==> config.mk <==
export PLATFORM = sky130hd
export DESIGN_NAME = rc_pulse_hbridge_controller_top
export DESIGN_NICKNAME = d
export VERILOG_FILES = /design/src/hw/rtl/rphb_pkg.sv /design/src/hw/rtl/rphb_regs.sv /design/src/hw/rtl/rphb_div.sv /design/src/hw/rtl/rphb_datapath.sv /design/src/hw/rtl/rphb_ctrl.sv /design/src/hw/rtl/rc_pulse_hbridge_controller_top.sv
export SDC_FILE = /design/constraint.sdc
export NUM_CORES = 1
export LEC_CHECK = 0
export ABC_CLOCK_PERIOD_IN_PS = 8900
export BUFFER_PORTS_ARGS = -buffer_cell sky130_fd_sc_hd__buf_2
export CAP_MARGIN = 20
export CORE_MARGIN = 2
export CORE_UTILIZATION = 60
export DETAILED_ROUTE_END_ITERATION = 6
export PLACE_DENSITY_LB_ADDON = 0.08
export SKIP_CTS_REPAIR_TIMING = 1
export SLEW_MARGIN = 10
export SYNTH_ARGS = -nofsm -noshare
export SYNTH_HDL_FRONTEND = slang
export SYNTH_SLANG_ARGS = --single-unit
==> constraint.sdc <==
create_clock -name aclk -period 8.9 [get_ports aclk]
set_clock_uncertainty 0.1 [all_clocks]
set_input_delay 1.335 -clock aclk [delete_from_list [all_inputs] [get_ports aclk]]
set_output_delay 1.335 -clock aclk [all_outputs]
set_load 0.02 [all_outputs]
==> src/hw/rtl/rphb_pkg.sv <==
`timescale 1ns / 1ps

package rphb_pkg;

    localparam int CFG_AW = 5;
    localparam int DIV_STEPS = 8;
    localparam int DIV_CW = $clog2(DIV_STEPS + 1);

    localparam int unsigned GUARD_BAND_DEF = 100;
    localparam int unsigned TIMEOUT_TICKS_DEF = 50;

    localparam logic [1:0] REQ_EDGE = 2'd0;
    localparam logic [1:0] REQ_TICK = 2'd1;
    localparam logic [1:0] REQ_TEMP = 2'd2;

    localparam logic [1:0] WANT_UNINIT = 2'd0;
    localparam logic [1:0] WANT_FWD    = 2'd1;
    localparam logic [1:0] WANT_BWD    = 2'd2;
    localparam logic [1:0] WANT_BRAKE  = 2'd3;

    localparam logic [1:0] BR_FWD   = 2'd0;
    localparam logic [1:0] BR_BWD   = 2'd1;
    localparam logic [1:0] BR_BRAKE = 2'd2;

    localparam logic [1:0] HEAT_COOL = 2'd0;
    localparam logic [1:0] HEAT_WARM = 2'd1;
    localparam logic [1:0] HEAT_HOT  = 2'd2;

    localparam logic [2:0] REG_PULSE_LOW  = 3'd0;
    localparam logic [2:0] REG_PULSE_HIGH = 3'd1;
    localparam logic [2:0] REG_DEAD_BAND  = 3'd2;
    localparam logic [2:0] REG_FULL_BAND  = 3'd3;
    localparam logic [2:0] REG_SLEW_STEP  = 3'd4;
    localparam logic [2:0] REG_MODE_BITS  = 3'd5;
    localparam logic [2:0] REG_HOT_LEVEL  = 3'd6;
    localparam logic [2:0] REG_WARM_LEVEL = 3'd7;

    localparam logic [15:0] PULSE_LOW_RST  = 16'd1000;
    localparam logic [15:0] PULSE_HIGH_RST = 16'd2000;
    localparam logic [7:0]  DEAD_BAND_RST  = 8'd20;
    localparam logic [7:0]  FULL_BAND_RST  = 8'd20;
    localparam logic [7:0]  SLEW_STEP_RST  = 8'd2;
    localparam logic [1:0]  MODE_BITS_RST  = 2'd0;
    localparam logic [7:0]  HOT_LEVEL_RST  = 8'd60;
    localparam logic [7:0]  WARM_LEVEL_RST = 8'd90;

    localparam logic [7:0] DUTY_FULL  = 8'd255;
    localparam logic [7:0] DUTY_WARM  = 8'd128;
    localparam logic [7:0] DUTY_LOW   = 8'd10;
    localparam logic [7:0] GOOD_CAP   = 8'd15;
    localparam logic [7:0] GOOD_MIN   = 8'd10;

    typedef struct packed {
        logic [15:0] pulse_low;
        logic [15:0] pulse_high;
        logic [7:0]  dead_band;
        logic [7:0]  full_band;
        logic [7:0]  slew_step;
        logic [1:0]  mode_bits;
        logic [7:0]  hot_level;
        logic [7:0]  warm_level;
    } cfg_t;

    typedef struct packed {
        logic capture;
        logic decode;
        logic square;
        logic finish;
        logic out_load;
    } ctrl_cmd_t;

    typedef struct packed {
        logic need_div;
        logic div_done;
    } dp_stat_t;

endpackage

==> src/hw/rtl/rphb_regs.sv <==
`timescale 1ns / 1ps

module rphb_regs (
    input  logic                        aclk,
    input  logic                        aresetn,
    input  logic                        psel,
    input  logic                        penable,
    input  logic                        pwrite,
    input  logic [rphb_pkg::CFG_AW-1:0] paddr,
    input  logic [31:0]                 pwdata,
    output logic [31:0]                 prdata,
    output logic                        pready,
    output rphb_pkg::cfg_t              cfg
);
    import rphb_pkg::*;

    cfg_t       cfg_reg;
    cfg_t       cfg_next;
    logic [2:0] idx;
    logic       wr_en;

    assign idx    = paddr[CFG_AW-1:2];
    assign wr_en  = psel && penable && pwrite;
    assign pready = 1'b1;
    assign cfg    = cfg_reg;

    always_comb begin
        cfg_next = cfg_reg;
        if (wr_en) begin
            unique case (idx)
                REG_PULSE_LOW:  cfg_next.pulse_low  = pwdata[15:0];
                REG_PULSE_HIGH: cfg_next.pulse_high = pwdata[15:0];
                REG_DEAD_BAND:  cfg_next.dead_band  = pwdata[7:0];
                REG_FULL_BAND:  cfg_next.full_band  = pwdata[7:0];
                REG_SLEW_STEP:  cfg_next.slew_step  = pwdata[7:0];
                REG_MODE_BITS:  cfg_next.mode_bits  = pwdata[1:0];
                REG_HOT_LEVEL:  cfg_next.hot_level  = pwdata[7:0];
                REG_WARM_LEVEL: cfg_next.warm_level = pwdata[7:0];
                default:        cfg_next = cfg_reg;
            endcase
        end
    end

    always_comb begin
        unique case (idx)
            REG_PULSE_LOW:  prdata = {16'd0, cfg_reg.pulse_low};
            REG_PULSE_HIGH: prdata = {16'd0, cfg_reg.pulse_high};
            REG_DEAD_BAND:  prdata = {24'd0, cfg_reg.dead_band};
            REG_FULL_BAND:  prdata = {24'd0, cfg_reg.full_band};
            REG_SLEW_STEP:  prdata = {24'd0, cfg_reg.slew_step};
            REG_MODE_BITS:  prdata = {30'd0, cfg_reg.mode_bits};
            REG_HOT_LEVEL:  prdata = {24'd0, cfg_reg.hot_level};
            REG_WARM_LEVEL: prdata = {24'd0, cfg_reg.warm_level};
            default:        prdata = 32'd0;
        endcase
    end

    always_ff @(posedge aclk) begin
        if (!aresetn) begin
            cfg_reg.pulse_low  <= PULSE_LOW_RST;
            cfg_reg.pulse_high <= PULSE_HIGH_RST;
            cfg_reg.dead_band  <= DEAD_BAND_RST;
            cfg_reg.full_band  <= FULL_BAND_RST;
            cfg_reg.slew_step  <= SLEW_STEP_RST;
            cfg_reg.mode_bits  <= MODE_BITS_RST;
            cfg_reg.hot_level  <= HOT_LEVEL_RST;
            cfg_reg.warm_level <= WARM_LEVEL_RST;
        end else begin
            cfg_reg <= cfg_next;
        end
    end

endmodule

==> src/hw/rtl/rphb_div.sv <==
`timescale 1ns / 1ps

module rphb_div (
    input  logic                           aclk,
    input  logic                           aresetn,
    input  logic                           start,
    input  logic [15:0]                    num,
    input  logic [15:0]                    den,
    output logic [rphb_pkg::DIV_STEPS-1:0] quot,
    output logic                           done
);
    import rphb_pkg::*;

    // The numerator is below the divisor, so each step yields one fraction bit.
    logic [DIV_CW-1:0]    cnt_reg, cnt_next;
    logic [15:0]          rem_reg, rem_next;
    logic [15:0]          den_reg, den_next;
    logic [DIV_STEPS-1:0] quot_reg, quot_next;
    logic                 done_reg, done_next;
    logic [16:0]          trial;
    logic [16:0]          diff;
    logic                 fits;

    assign trial = {rem_reg, 1'b0};
    assign fits  = trial >= {1'b0, den_reg};
    assign diff  = trial - {1'b0, den_reg};
    assign quot  = quot_reg;
    assign done  = done_reg;

    always_comb begin
        cnt_next  = cnt_reg;
        rem_next  = rem_reg;
        den_next  = den_reg;
        quot_next = quot_reg;
        done_next = 1'b0;
        if (start) begin
            cnt_next  = DIV_CW'(DIV_STEPS);
            rem_next  = num;
            den_next  = den;
            quot_next = '0;
        end else if (cnt_reg != '0) begin
            rem_next  = fits ? diff[15:0] : trial[15:0];
            quot_next = {quot_reg[DIV_STEPS-2:0], fits};
            cnt_next  = cnt_reg - DIV_CW'(1);
            done_next = (cnt_reg == DIV_CW'(1));
        end
    end

    always_ff @(posedge aclk) begin
        if (!aresetn) begin
            cnt_reg  <= '0;
            done_reg <= 1'b0;
        end else begin
            cnt_reg  <= cnt_next;
            done_reg <= done_next;
        end
        rem_reg  <= rem_next;
        den_reg  <= den_next;
        quot_reg <= quot_next;
    end

endmodule

==> src/hw/rtl/rphb_datapath.sv <==
`timescale 1ns / 1ps

module rphb_datapath #(
    parameter int unsigned GUARD_BAND    = rphb_pkg::GUARD_BAND_DEF,
    parameter int unsigned TIMEOUT_TICKS = rphb_pkg::TIMEOUT_TICKS_DEF
) (
    input  logic                  aclk,
    input  logic                  aresetn,
    input  rphb_pkg::cfg_t        cfg,
    input  rphb_pkg::ctrl_cmd_t   cmd,
    output rphb_pkg::dp_stat_t    stat,
    input  logic [1:0]            s_req_type,
    input  logic                  s_pin_level,
    input  logic [15:0]           s_edge_time,
    input  logic [7:0]            s_temp_sample,
    output logic [7:0]            m_duty,
    output logic [1:0]            m_bridge_dir,
    output logic [1:0]            m_wanted_dir,
    output logic [7:0]            m_goal_duty,
    output logic [1:0]            m_heat_level,
    output logic                  m_signal_ok
);
    import rphb_pkg::*;

    logic [1:0]  req_reg;
    logic        lvl_reg;
    logic [15:0] time_reg;
    logic [7:0]  temp_reg;

    logic [15:0] rise_reg, rise_next;
    logic [7:0]  good_reg, good_next;
    logic [5:0]  tout_reg, tout_next;
    logic [7:0]  goal_reg, goal_next;
    logic [1:0]  want_reg, want_next;
    logic [1:0]  bdir_reg, bdir_next;
    logic [7:0]  duty_reg, duty_next;
    logic [1:0]  heat_reg, heat_next;
    logic        sat_reg, sat_next;
    logic [7:0]  sq_reg, sq_next;

    logic [7:0]  o_duty_reg;
    logic [1:0]  o_bdir_reg;
    logic [1:0]  o_want_reg;
    logic [7:0]  o_goal_reg;
    logic [1:0]  o_heat_reg;
    logic        o_ok_reg;

    logic [15:0]        width;
    logic signed [17:0] ws, lo_s, hi_s, db_s, fb_s, gb_s, mid_s, num_s, den_s;
    logic [16:0]        mid_sum;
    logic               pulse_ok, in_dead, below, full_zone, den_pos, num_neg, sat;
    logic               map_go, need_div, warm_hit, good_hi;
    logic [7:0]         imm_duty, good_dec;
    logic [15:0]        div_num;
    logic [DIV_STEPS-1:0] quot;
    logic               div_done;
    logic [7:0]         dq;
    logic [15:0]        prod;

    logic [1:0]  want_tick, as_req;
    logic [8:0]  dps, dms;

    assign width   = time_reg - rise_reg;
    assign ws      = $signed({2'b00, width});
    assign lo_s    = $signed({2'b00, cfg.pulse_low});
    assign hi_s    = $signed({2'b00, cfg.pulse_high});
    assign db_s    = $signed({10'd0, cfg.dead_band});
    assign fb_s    = $signed({10'd0, cfg.full_band});
    assign gb_s    = $signed({10'd0, 8'(GUARD_BAND)});
    assign mid_sum = {1'b0, cfg.pulse_low} + {1'b0, cfg.pulse_high};
    assign mid_s   = $signed({2'b00, mid_sum[16:1]});

    assign good_hi   = good_reg > GOOD_MIN;
    assign pulse_ok  = (ws > lo_s - gb_s) && (ws < hi_s + gb_s) && (heat_reg != HEAT_HOT);
    assign in_dead   = (ws > mid_s - db_s) && (ws < mid_s + db_s);
    assign below     = ws < mid_s;
    assign full_zone = below ? (ws < lo_s + fb_s) : (ws > hi_s - fb_s);
    assign num_s     = below ? (mid_s - db_s - ws) : (ws - mid_s - db_s);
    assign den_s     = below ? (mid_s - db_s - lo_s) : (hi_s - mid_s - db_s);
    assign den_pos   = den_s > 18'sd0;
    assign num_neg   = num_s < 18'sd0;
    assign sat       = num_s >= den_s;

    assign map_go   = (req_reg == REQ_EDGE) && !lvl_reg && pulse_ok && good_hi && !in_dead;
    assign need_div = map_go && !full_zone && den_pos && !num_neg;
    assign imm_duty = (full_zone || !den_pos) ? DUTY_FULL : 8'd0;
    assign div_num  = sat ? 16'd0 : num_s[15:0];
    assign good_dec = (good_reg != 8'd0) ? good_reg - 8'd1 : 8'd0;

    assign warm_hit = cfg.mode_bits[1] && (heat_reg == HEAT_WARM) && (duty_reg > DUTY_WARM);

    assign stat.need_div = need_div;
    assign stat.div_done = div_done;

    rphb_div u_div (
        .aclk    (aclk),
        .aresetn (aresetn),
        .start   (cmd.decode && need_div),
        .num     (div_num),
        .den     (den_s[15:0]),
        .quot    (quot),
        .done    (div_done)
    );

    assign dq   = sat_reg ? DUTY_FULL : quot;
    assign prod = dq * dq;

    assign want_tick = (tout_reg == 6'd0) ? WANT_BRAKE : want_reg;
    assign dps       = {1'b0, duty_reg} + {1'b0, cfg.slew_step};
    assign dms       = {1'b0, duty_reg} - {1'b0, cfg.slew_step};

    always_comb begin
        unique case (bdir_reg)
            BR_FWD:  as_req = WANT_FWD;
            BR_BWD:  as_req = WANT_BWD;
            default: as_req = WANT_BRAKE;
        endcase
    end

    always_comb begin
        rise_next = rise_reg;
        good_next = good_reg;
        tout_next = tout_reg;
        goal_next = goal_reg;
        want_next = want_reg;
        bdir_next = bdir_reg;
        duty_next = duty_reg;
        heat_next = heat_reg;
        sat_next  = sat_reg;
        sq_next   = sq_reg;
        if (cmd.decode) begin
            sat_next = sat;
            unique case (req_reg)
                REQ_EDGE: begin
                    if (lvl_reg) begin
                        rise_next = time_reg;
                    end else if (pulse_ok) begin
                        if (good_hi) begin
                            good_next = GOOD_CAP;
                            tout_next = 6'(TIMEOUT_TICKS);
                            if (in_dead) begin
                                goal_next = DUTY_FULL;
                                want_next = WANT_BRAKE;
                            end else begin
                                want_next = below ? WANT_BWD : WANT_FWD;
                                if (!need_div) begin
                                    goal_next = warm_hit ? DUTY_WARM : imm_duty;
                                end
                            end
                        end else begin
                            good_next = good_reg + 8'd1;
                        end
                    end else begin
                        good_next = good_dec;
                        if (good_dec < GOOD_MIN) begin
                            want_next = WANT_BRAKE;
                        end
                    end
                end
                REQ_TICK: begin
                    if (tout_reg != 6'd0) begin
                        tout_next = tout_reg - 6'd1;
                    end
                    want_next = want_tick;
                    if (as_req != want_tick) begin
                        priority if (want_tick == WANT_FWD && bdir_reg == BR_BRAKE) begin
                            duty_next = 8'd0;
                            bdir_next = BR_FWD;
                        end else if (want_tick == WANT_BWD && bdir_reg == BR_BRAKE) begin
                            duty_next = 8'd0;
                            bdir_next = BR_BWD;
                        end else if (duty_reg <= DUTY_LOW) begin
                            bdir_next = BR_BRAKE;
                            duty_next = DUTY_FULL;
                        end else begin
                            duty_next = (duty_reg > cfg.slew_step) ? dms[7:0] : 8'd0;
                        end
                    end else if (duty_reg != goal_reg) begin
                        priority if ({1'b0, goal_reg} > dps) begin
                            duty_next = dps[7:0];
                        end else if (duty_reg >= cfg.slew_step && goal_reg < dms[7:0]) begin
                            duty_next = dms[7:0];
                        end else begin
                            duty_next = goal_reg;
                        end
                    end
                end
                REQ_TEMP: begin
                    if (cfg.mode_bits[1]) begin
                        priority if (temp_reg < cfg.hot_level) begin
                            heat_next = HEAT_HOT;
                            want_next = WANT_BRAKE;
                        end else if (temp_reg < cfg.warm_level) begin
                            heat_next = HEAT_WARM;
                        end else begin
                            heat_next = HEAT_COOL;
                        end
                    end
                end
                default: begin
                end
            endcase
        end
        if (cmd.square) begin
            sq_next = cfg.mode_bits[0] ? prod[15:8] : dq;
        end
        if (cmd.finish) begin
            goal_next = warm_hit ? DUTY_WARM : sq_reg;
        end
    end

    always_ff @(posedge aclk) begin
        if (!aresetn) begin
            rise_reg <= 16'd0;
            good_reg <= 8'd0;
            tout_reg <= 6'(TIMEOUT_TICKS);
            goal_reg <= 8'd0;
            want_reg <= WANT_UNINIT;
            bdir_reg <= BR_BRAKE;
            duty_reg <= 8'd0;
            heat_reg <= HEAT_COOL;
        end else begin
            rise_reg <= rise_next;
            good_reg <= good_next;
            tout_reg <= tout_next;
            goal_reg <= goal_next;
            want_reg <= want_next;
            bdir_reg <= bdir_next;
            duty_reg <= duty_next;
            heat_reg <= heat_next;
        end
        sat_reg <= sat_next;
        sq_reg  <= sq_next;
        if (cmd.capture) begin
            req_reg  <= s_req_type;
            lvl_reg  <= s_pin_level;
            time_reg <= s_edge_time;
            temp_reg <= s_temp_sample;
        end
        if (cmd.out_load) begin
            o_duty_reg <= duty_reg;
            o_bdir_reg <= bdir_reg;
            o_want_reg <= want_reg;
            o_goal_reg <= goal_reg;
            o_heat_reg <= heat_reg;
            o_ok_reg   <= good_hi;
        end
    end

    assign m_duty       = o_duty_reg;
    assign m_bridge_dir = o_bdir_reg;
    assign m_wanted_dir = o_want_reg;
    assign m_goal_duty  = o_goal_reg;
    assign m_heat_level = o_heat_reg;
    assign m_signal_ok  = o_ok_reg;

endmodule

==> src/hw/rtl/rphb_ctrl.sv <==
`timescale 1ns / 1ps

module rphb_ctrl (
    input  logic                 aclk,
    input  logic                 aresetn,
    input  logic                 s_valid,
    output logic                 s_ready,
    output logic                 m_valid,
    input  logic                 m_ready,
    input  rphb_pkg::dp_stat_t   stat,
    output rphb_pkg::ctrl_cmd_t  cmd
);
    import rphb_pkg::*;

    localparam logic [2:0] ST_IDLE   = 3'd0;
    localparam logic [2:0] ST_DECODE = 3'd1;
    localparam logic [2:0] ST_DIV    = 3'd2;
    localparam logic [2:0] ST_SQR    = 3'd3;
    localparam logic [2:0] ST_FIN    = 3'd4;
    localparam logic [2:0] ST_OUT    = 3'd5;

    logic [2:0] state_reg, state_next;
    logic       m_valid_reg, m_valid_next;
    logic       slot_free;

    assign s_ready   = (state_reg == ST_IDLE);
    assign m_valid   = m_valid_reg;
    assign slot_free = !m_valid_reg || m_ready;

    assign cmd.capture  = s_valid && s_ready;
    assign cmd.decode   = (state_reg == ST_DECODE);
    assign cmd.square   = (state_reg == ST_SQR);
    assign cmd.finish   = (state_reg == ST_FIN);
    assign cmd.out_load = (state_reg == ST_OUT) && slot_free;

    always_comb begin
        state_next = state_reg;
        unique case (state_reg)
            ST_IDLE:   if (s_valid) state_next = ST_DECODE;
            ST_DECODE: state_next = stat.need_div ? ST_DIV : ST_OUT;
            ST_DIV:    if (stat.div_done) state_next = ST_SQR;
            ST_SQR:    state_next = ST_FIN;
            ST_FIN:    state_next = ST_OUT;
            ST_OUT:    if (slot_free) state_next = ST_IDLE;
            default:   state_next = ST_IDLE;
        endcase
    end

    always_comb begin
        if (cmd.out_load) begin
            m_valid_next = 1'b1;
        end else if (m_ready) begin
            m_valid_next = 1'b0;
        end else begin
            m_valid_next = m_valid_reg;
        end
    end

    always_ff @(posedge aclk) begin
        if (!aresetn) begin
            state_reg   <= ST_IDLE;
            m_valid_reg <= 1'b0;
        end else begin
            state_reg   <= state_next;
            m_valid_reg <= m_valid_next;
        end
    end

    a_accept_decodes: assert property (@(posedge aclk) disable iff (!aresetn)
        (s_valid && s_ready) |=> (state_reg == ST_DECODE))
        else $error("accepted beat did not enter decode");

    a_done_in_div: assert property (@(posedge aclk) disable iff (!aresetn)
        stat.div_done |-> (state_reg == ST_DIV))
        else $error("divider finished outside the divide state");

    a_load_slot_free: assert property (@(posedge aclk) disable iff (!aresetn)
        cmd.out_load |-> (!m_valid_reg || m_ready))
        else $error("result overwrote a beat not yet taken");

    a_valid_from_out: assert property (@(posedge aclk) disable iff (!aresetn)
        $rose(m_valid_reg) |-> ($past(state_reg) == ST_OUT))
        else $error("result raised outside the output state");

endmodule

==> src/hw/rtl/rc_pulse_hbridge_controller_top.sv <==
`timescale 1ns / 1ps

// Channel  Dir  Handshake          Beat
// s_       in   s_valid/s_ready    req_type, pin_level, edge_time, temp_sample
// m_       out  m_valid/m_ready    duty, bridge_dir, wanted_dir, goal_duty, heat_level, signal_ok
// apb      in   psel/penable       eight setting registers at 4*index, pready always high
//
// A falling edge whose new duty target needs the divider passes through accept, decode,
// the eight steps of the restoring divider and its registered done flag, one squaring
// multiply, one target write and the output load. Every other beat passes through accept,
// decode and output load. Reset is synchronous and active low; it restores the settings and
// the control and bridge state, but not the captured beat, the divide and square results or output data.
// A low m_ready keeps the result in the output register; the next result waits in the
// controller until the register is free, and no beat is accepted meanwhile.

module rc_pulse_hbridge_controller_top #(
    parameter int unsigned GUARD_BAND    = rphb_pkg::GUARD_BAND_DEF,
    parameter int unsigned TIMEOUT_TICKS = rphb_pkg::TIMEOUT_TICKS_DEF
) (
    input  logic                        aclk,
    input  logic                        aresetn,
    input  logic                        psel,
    input  logic                        penable,
    input  logic                        pwrite,
    input  logic [rphb_pkg::CFG_AW-1:0] paddr,
    input  logic [31:0]                 pwdata,
    output logic [31:0]                 prdata,
    output logic                        pready,
    input  logic                        s_valid,
    output logic                        s_ready,
    input  logic [1:0]                  s_req_type,
    input  logic                        s_pin_level,
    input  logic [15:0]                 s_edge_time,
    input  logic [7:0]                  s_temp_sample,
    output logic                        m_valid,
    input  logic                        m_ready,
    output logic [7:0]                  m_duty,
    output logic [1:0]                  m_bridge_dir,
    output logic [1:0]                  m_wanted_dir,
    output logic [7:0]                  m_goal_duty,
    output logic [1:0]                  m_heat_level,
    output logic                        m_signal_ok
);
    import rphb_pkg::*;

    cfg_t      cfg;
    ctrl_cmd_t cmd;
    dp_stat_t  stat;

    rphb_regs u_regs (
        .aclk    (aclk),
        .aresetn (aresetn),
        .psel    (psel),
        .penable (penable),
        .pwrite  (pwrite),
        .paddr   (paddr),
        .pwdata  (pwdata),
        .prdata  (prdata),
        .pready  (pready),
        .cfg     (cfg)
    );

    rphb_ctrl u_ctrl (
        .aclk    (aclk),
        .aresetn (aresetn),
        .s_valid (s_valid),
        .s_ready (s_ready),
        .m_valid (m_valid),
        .m_ready (m_ready),
        .stat    (stat),
        .cmd     (cmd)
    );

    rphb_datapath #(
        .GUARD_BAND    (GUARD_BAND),
        .TIMEOUT_TICKS (TIMEOUT_TICKS)
    ) u_dp (
        .aclk          (aclk),
        .aresetn       (aresetn),
        .cfg           (cfg),
        .cmd           (cmd),
        .stat          (stat),
        .s_req_type    (s_req_type),
        .s_pin_level   (s_pin_level),
        .s_edge_time   (s_edge_time),
        .s_temp_sample (s_temp_sample),
        .m_duty        (m_duty),
        .m_bridge_dir  (m_bridge_dir),
        .m_wanted_dir  (m_wanted_dir),
        .m_goal_duty   (m_goal_duty),
        .m_heat_level  (m_heat_level),
        .m_signal_ok   (m_signal_ok)
    );

endmodule
==> results.yml, run 1 <==
status:
  outcome: "complete, no violations"
pwr:
  ir_worst_vdd_mv: 0.499
  power_density_mw_per_mm2: 277
  p_switching_mw: 3.25
  p_seq_frac: 0.194
  netSwitchingFraction: 0.451
  p_int_mw: 3.97
  leakagePower_nw: 11.3
  clkPwrFrac: 0.158
  comb_power_share: 0.648
grt:
  grt_pass1_vias: 21500
  grt_max_degree: 88
  use_met2: 0.560
  use_met3: 0.0345
  grtUsageMet1: 0.455
  top_usage_layer: "met2"
  grt_pass1_wl_um: 111000
  antenna_found_initial: 0
  grt_usage: 0.333
  grt-ovfl-total: 0
placed_design:
  dpl.hpwl_um: 55900
  gp_congestion: 0.969
  portBuffers: 93
  pre_cts_ws_ns: 0.649
  dp.cells: 3523
job:
  maxCapViolations: 0
setup_path:
  crit_type: "flop to flop"
  worstPathArrival_ns: 8.81
  cp.required_ns: 9.30
  cp_common_cell: "a21o_1"
  r2r_cells: 27
  cp_num_buf_inv: 0
  critPathTopFamily: "compound AO/OA/AOI/OAI gates"
  r2r_slack_ns: 0.49
  crit_slowest_cell: "or4b_1"
  cp_max_fo: 7
  cpPeakStageDelay_ns: 0.76
  r2r-start: "u_regs.cfg[58]"
  rr_endpoint: "u_dp.goal_reg[3]"
  end_kind: "flop"
  critPathLaunchType: "flop"
sta:
  setup_viol: 0
  tightest_slew_ns: 1.05
  layout_setup_ws_ns: 0.488
  hold_viol_final: 0
  fin_crit_sh: 0.945
  fin_crit_ns: 8.41
  maxSlewViolCount: 0
  setup_tns_ns: 0
  slew_headroom: 0.294
  max_freq_mhz: 119
  rsz0062_at_grt: "false"
logic_synthesis:
  synth_async_sr_flop_share: 0
  yosys_warnings: 0
  syn-cell-area_mm2: 0.0242
  ys_seq_area_frac: 0.231
  synth-seq-cells: 234
  synth.distinct_cells: 98
  synthFlopType: "dfxtp_1"
  netlist_instances: 2971
  synth_edf_count: 91
  syn_area_per_cell_um2: 8.14
min_path:
  min_from: "u_dp.rise_reg[6]"
  min_delay_path_depth: 2
  min_path_type: "flop to flop"
  hold_path_end: "u_dp.rise_reg[6]"
final_layout:
  drive_gt1_frac: 0.0813
  finish.utilization: 0.656
  num_antenna_cells: 0
  largest_register_ffs: 74
  area_growth_pct: 7.77
  fin_cells: 3574
  nets: 3472
  fillers: 3453
floorplanning:
  io_pins: 129
  core-area_mm2: 0.0397
  die_area_mm2: 0.0419
  die_w_um: 205
  start_util: 0.609
  rows: 73
  die_y_um: 205
detailed_routing:
  postRouteWirelength_um: 70400
  dr.pass1.iters: 7
  viasPerCell: 6.18
  wire_per_inst_um: 19.7
  drc: 0
  drt_iter0_markers: 1775
  vias: 22100
  postRouteAntennaNets: 0
clock_network:
  root_buffer: "clkbuf_16"
  clkLatencyLatePin_ns: 0.57
  cts.sinks: 234
  cts_buffers: 27
  clk_path_buf_depth: 3
  cts_tree: "done"
  cts.clk_slew.worst_paths_ns: 0.06
  h-tree-depth: 1
==> cell usage after synthesis, types with 50 or more instances <==
master | instances | area (um^2)
nor2_1 | 217 | 815
a21oi_1 | 231 | 1160
inv_1 | 245 | 920
mux2i_1 | 53 | 531
o21ai_0 | 157 | 786
edfxtp_1 | 91 | 2730
ha_1 | 334 | 4180
nor3_1 | 67 | 335
clkbuf_1 | 85 | 319
nand3_1 | 50 | 250
xnor2_1 | 152 | 1330
dfxtp_1 | 143 | 2860
a21o_1 | 74 | 556
nand2b_1 | 50 | 313
xor2_1 | 57 | 499
nand2_1 | 311 | 1170
==> worst min-delay path, delay by kind of cell (launching register included) <==
kind | cells | cell delay [ns]
AND/OR/NAND/NOR | 1 | 0.05
flip-flops | 1 | 0.30
AO/OA/AOI/OAI | 1 | 0.05
==> cells in the final DEF, fill, tap and decap left out, drive strengths merged, types with 10 or more instances in the layout <==
master  netlist  final
a211oi       21     21
a21boi       22     22
a21o         74     74
a21oi       233    233
a31oi        19     19
and2         22     22
and3         10     10
buf          38    136
clkbuf       85     43
conb          2     17
dfxtp       143    143
edfxtp       91     91
fa           39     39
ha          334    334
inv         245    248
mux2         19     19
mux2i        53     53
nand2       311    311
nand2b       50     50
nand3        51     51
nand4        39     39
nor2        225    225
nor2b        48     48
nor3         67     67
nor4         26     26
o211ai       43     43
o21a         43     43
o21ai       174    174
o21bai       21     21
o22ai        13     13
o31ai        11     11
or2          11     11
or3          22     22
or4          15     15
xnor2       152    152
xor2         57     57
==> worst max-delay path by stage <==
stage	end	depth (start not counted)	from	slack, ns
floorplan	u_dp.u_div.rem_reg[15]	36	u_dp.time_reg[1]	1.14
global placement	u_dp.goal_reg[6]	27	u_regs.cfg[58]	0.67
detailed placement	u_dp.goal_reg[1]	27	u_regs.cfg[58]	0.65
CTS	u_dp.goal_reg[3]	27	u_regs.cfg[58]	0.59
global route	u_dp.goal_reg[3]	30	u_regs.cfg[58]	0.17
finish	u_dp.goal_reg[3]	27	u_regs.cfg[58]	0.49
==> power groups by stage <==
stage | registers (mW) | logic, mW | clock network [mW]
after CTS | 1.39 | 4.68 | 1.16
after global routing | 1.41 | 5.35 | 1.19
after detailed placement | 1.42 | 4.65 | 0
final | 1.40 | 4.68 | 1.14
after global placement | 1.41 | 4.43 | 0
after floorplan | 1.35 | 3.61 | 0
==> logic make-up (layout without fill, tap and decap cells) <==
logic type,count (synthesis),after routing,share of synthesized area
xor gates and xnor gates,209,209,0.0757
adders and majority gates,378,378,0.207
DFF,234,234,0.231
muxes,75,75,0.0336
other,2,17,0.000311
and+or+nand+nor,929,929,0.184
buffers and inverters,369,432,0.0612
AOI/OAI and AO/OA,775,775,0.206
==> metrics by stage <==
step | power (mW) | hold WS [ns] | area, um^2
2_1_floorplan | 4.96 | 0.330 | 24200
3_3_place_gp | 5.84 | 0.342 | 25100
3_5_place_dp | 6.07 | 0.347 | 25100
4_1_cts | 7.24 | 0.356 | 26000
5_1_grt | 7.95 | 0.381 | 26100
6_report | 7.22 | 0.351 | 26100
==> routing by layer <==
metal	up-vias	routed length (um)
met5	-	0
met4	0	1680
met3	106	4860
met2	770	32800
met1	10500	31100
li1	10700	-
==> cell type report <==
type	count	area, um^2	area share
clock inverter	7	83.8	0.00322
multi-input combinational	2383	17200	0.659
clock buffer	43	830	0.0318
timing repair buffer	136	788	0.0303
sequential	234	5600	0.215
inverter	246	923	0.0354
tap	525	657	0.0252
No activity file was read; power rests on OpenSTA's default activity.
==> run 2: changes to the inputs <==
--- a/config.mk
+++ b/config.mk
@@ -5,7 +5,7 @@
 export SDC_FILE = /design/constraint.sdc
 export NUM_CORES = 1
 export LEC_CHECK = 0
-export ABC_CLOCK_PERIOD_IN_PS = 8900
+export ABC_CLOCK_PERIOD_IN_PS = 8600
 export BUFFER_PORTS_ARGS = -buffer_cell sky130_fd_sc_hd__buf_2
 export CAP_MARGIN = 20
 export CORE_MARGIN = 2
==> constraint.sdc (replaced) <==
create_clock -name aclk -period 8.6 [get_ports aclk]
set_clock_uncertainty 0.1 [all_clocks]
set_input_delay 1.29 -clock aclk [delete_from_list [all_inputs] [get_ports aclk]]
set_output_delay 1.29 -clock aclk [all_outputs]
set_load 0.005 [all_outputs]
==> results.yml, run 2 (synthesis results as in run 1) <==
setup_path:
  cp.required_ns: 9.00
  cp_max_fo: 7
  cpPeakStageDelay_ns: 0.56
  r2r-start: "u_regs.cfg[58]"
  r2r_slack_ns: 0.44
  end_kind: "flop"
  worstPathArrival_ns: 8.55
  cp_common_cell: "a21oi_1"
  cp_num_buf_inv: 2
  rr_endpoint: "u_dp.goal_reg[3]"
  crit_type: "flop to flop"
  critPathTopFamily: "simple AND/OR/NAND/NOR gates"
  critPathLaunchType: "flop"
  crit_slowest_cell: "or4_1"
  r2r_cells: 31
sta:
  tightest_slew_ns: 1.20
  maxSlewViolCount: 0
  max_freq_mhz: 123
  setup_tns_ns: 0
  setup_viol: 0
  rsz0062_at_grt: "false"
  fin_crit_sh: 0.948
  fin_crit_ns: 8.16
  timing.hold.ws_ns: 0.355
  slew_headroom: 0.194
  hold_viol_final: 0
final_layout:
  drive_gt1_frac: 0.0845
  final_common_cell: "ha_1"
  fillers: 3432
  regArea_mm2: 0.00560
  final_cell_mix: "ha_1, nand2_1, inv_1, a21oi_1, nor2_1"
  area_growth_pct: 7.92
  multi_input_area_mm2: 0.0172
  largest_register_ffs: 74
  nets: 3478
grt:
  grt_usage: 0.331
  grt_max_degree: 89
  grt_pass1_vias: 21200
  grt-ovfl-total: 0
  grt_pass1_wl_um: 110000
  antenna_found_initial: 3
clock_network:
  clk_path_buf_depth: 3
  cts.sinks: 234
  cts.clk_slew.worst_paths_ns: 0.06
  cts_tree: "done"
  clkLatencyLatePin_ns: 0.56
  h-tree-depth: 1
  cts_buffers: 26
  root_buffer: "clkbuf_16"
floorplanning:
  die_area_mm2: 0.0419
  start_util: 0.609
  core-area_mm2: 0.0397
  io_pins: 129
  die_w_um: 205
  die_y_um: 205
  rows: 73
min_path:
  hold_path_end: "u_dp.rise_reg[3]"
  min_from: "u_dp.rise_reg[3]"
  min_path_type: "flop to flop"
  min_delay_path_depth: 2
detailed_routing:
  postRouteWirelength_um: 69900
  drc: 0
  vias: 21800
  wire_per_inst_um: 19.5
  postRouteAntennaNets: 0
  dr.pass1.iters: 5
  drt_iter0_markers: 1725
  viasPerCell: 6.08
placed_design:
  gp_congestion: 1.01
  dpl.hpwl_um: 56300
  portBuffers: 93
status:
  outcome: "complete, no violations"
pwr:
  comb_power_share: 0.649
  p_switching_mw: 3.30
  leakagePower_nw: 11.3
  p_int_mw: 4.07
  p_seq_frac: 0.195
  ir_worst_vdd_mv: 0.613
  clkPwrFrac: 0.156
  power_density_mw_per_mm2: 283
  netSwitchingFraction: 0.448
job:
  maxCapViolations: 0
## run 2: tightest hold or removal path, delay by kind of cell, from the launching register on
family,cells,cell delay (ns)
compound gates,1,0.05
flops,1,0.31
simple gates,1,0.05
## run 2: worst max path at each step
stage | start | endpoint | slack (ns) | cells past startpoint
floorplan | u_dp.time_reg[1] | u_dp.u_div.rem_reg[15] | 0.84 | 36
global placement | u_regs.cfg[58] | u_dp.goal_reg[2] | 0.73 | 31
detailed placement | u_regs.cfg[58] | u_dp.goal_reg[3] | 0.60 | 31
CTS | u_regs.cfg[58] | u_dp.goal_reg[3] | 0.55 | 31
global route | u_regs.cfg[58] | u_dp.goal_reg[1] | 0.05 | 31
finish | u_regs.cfg[58] | u_dp.goal_reg[3] | 0.44 | 31
## run 2: final cells by class
class	instances	area share
clock buffer	34	0.0280
clock inverter	14	0.00575
tap	525	0.0252
inverter	246	0.0354
timing repair buffer	143	0.0329
multi-input combinational	2383	0.658
sequential	234	0.214
antenna	1	0.0000959
## run 2: per-stage QoR
stage	util	power, mW	instances	cell area (um^2)	setup slack [ns]
after floorplan	-	5.11	2986	24200	0.842
after global placement	0.634	6.01	3528	25200	0.725
after detailed placement	0.634	6.24	3530	25200	0.599
after CTS	0.656	7.42	3578	26100	0.549
after global routing	0.657	8.14	3580	26100	0.0530
final	0.657	7.37	3580	26100	0.444
## run 2: per-layer routing
layer / vias up / share of wire / wire, um / global-route usage
met5: - / 0.00019 / 13 / 0
met1: 10300 / 0.45 / 31300 / 0.451
li1: 10700 / - / - / -
met2: 690 / 0.46 / 31900 / 0.538
met3: 120 / 0.065 / 4570 / 0.0434
met4: 2 / 0.031 / 2170 / 0.112
## run 2: power groups by stage
stage               sequential (mW)  combinational, mW  clock [mW]
floorplan                      1.39               3.73           0
global placement               1.46               4.56           0
finish                         1.44               4.78        1.15
CTS                            1.44               4.81        1.17
detailed placement             1.46               4.78           0
global route                   1.46               5.48        1.21
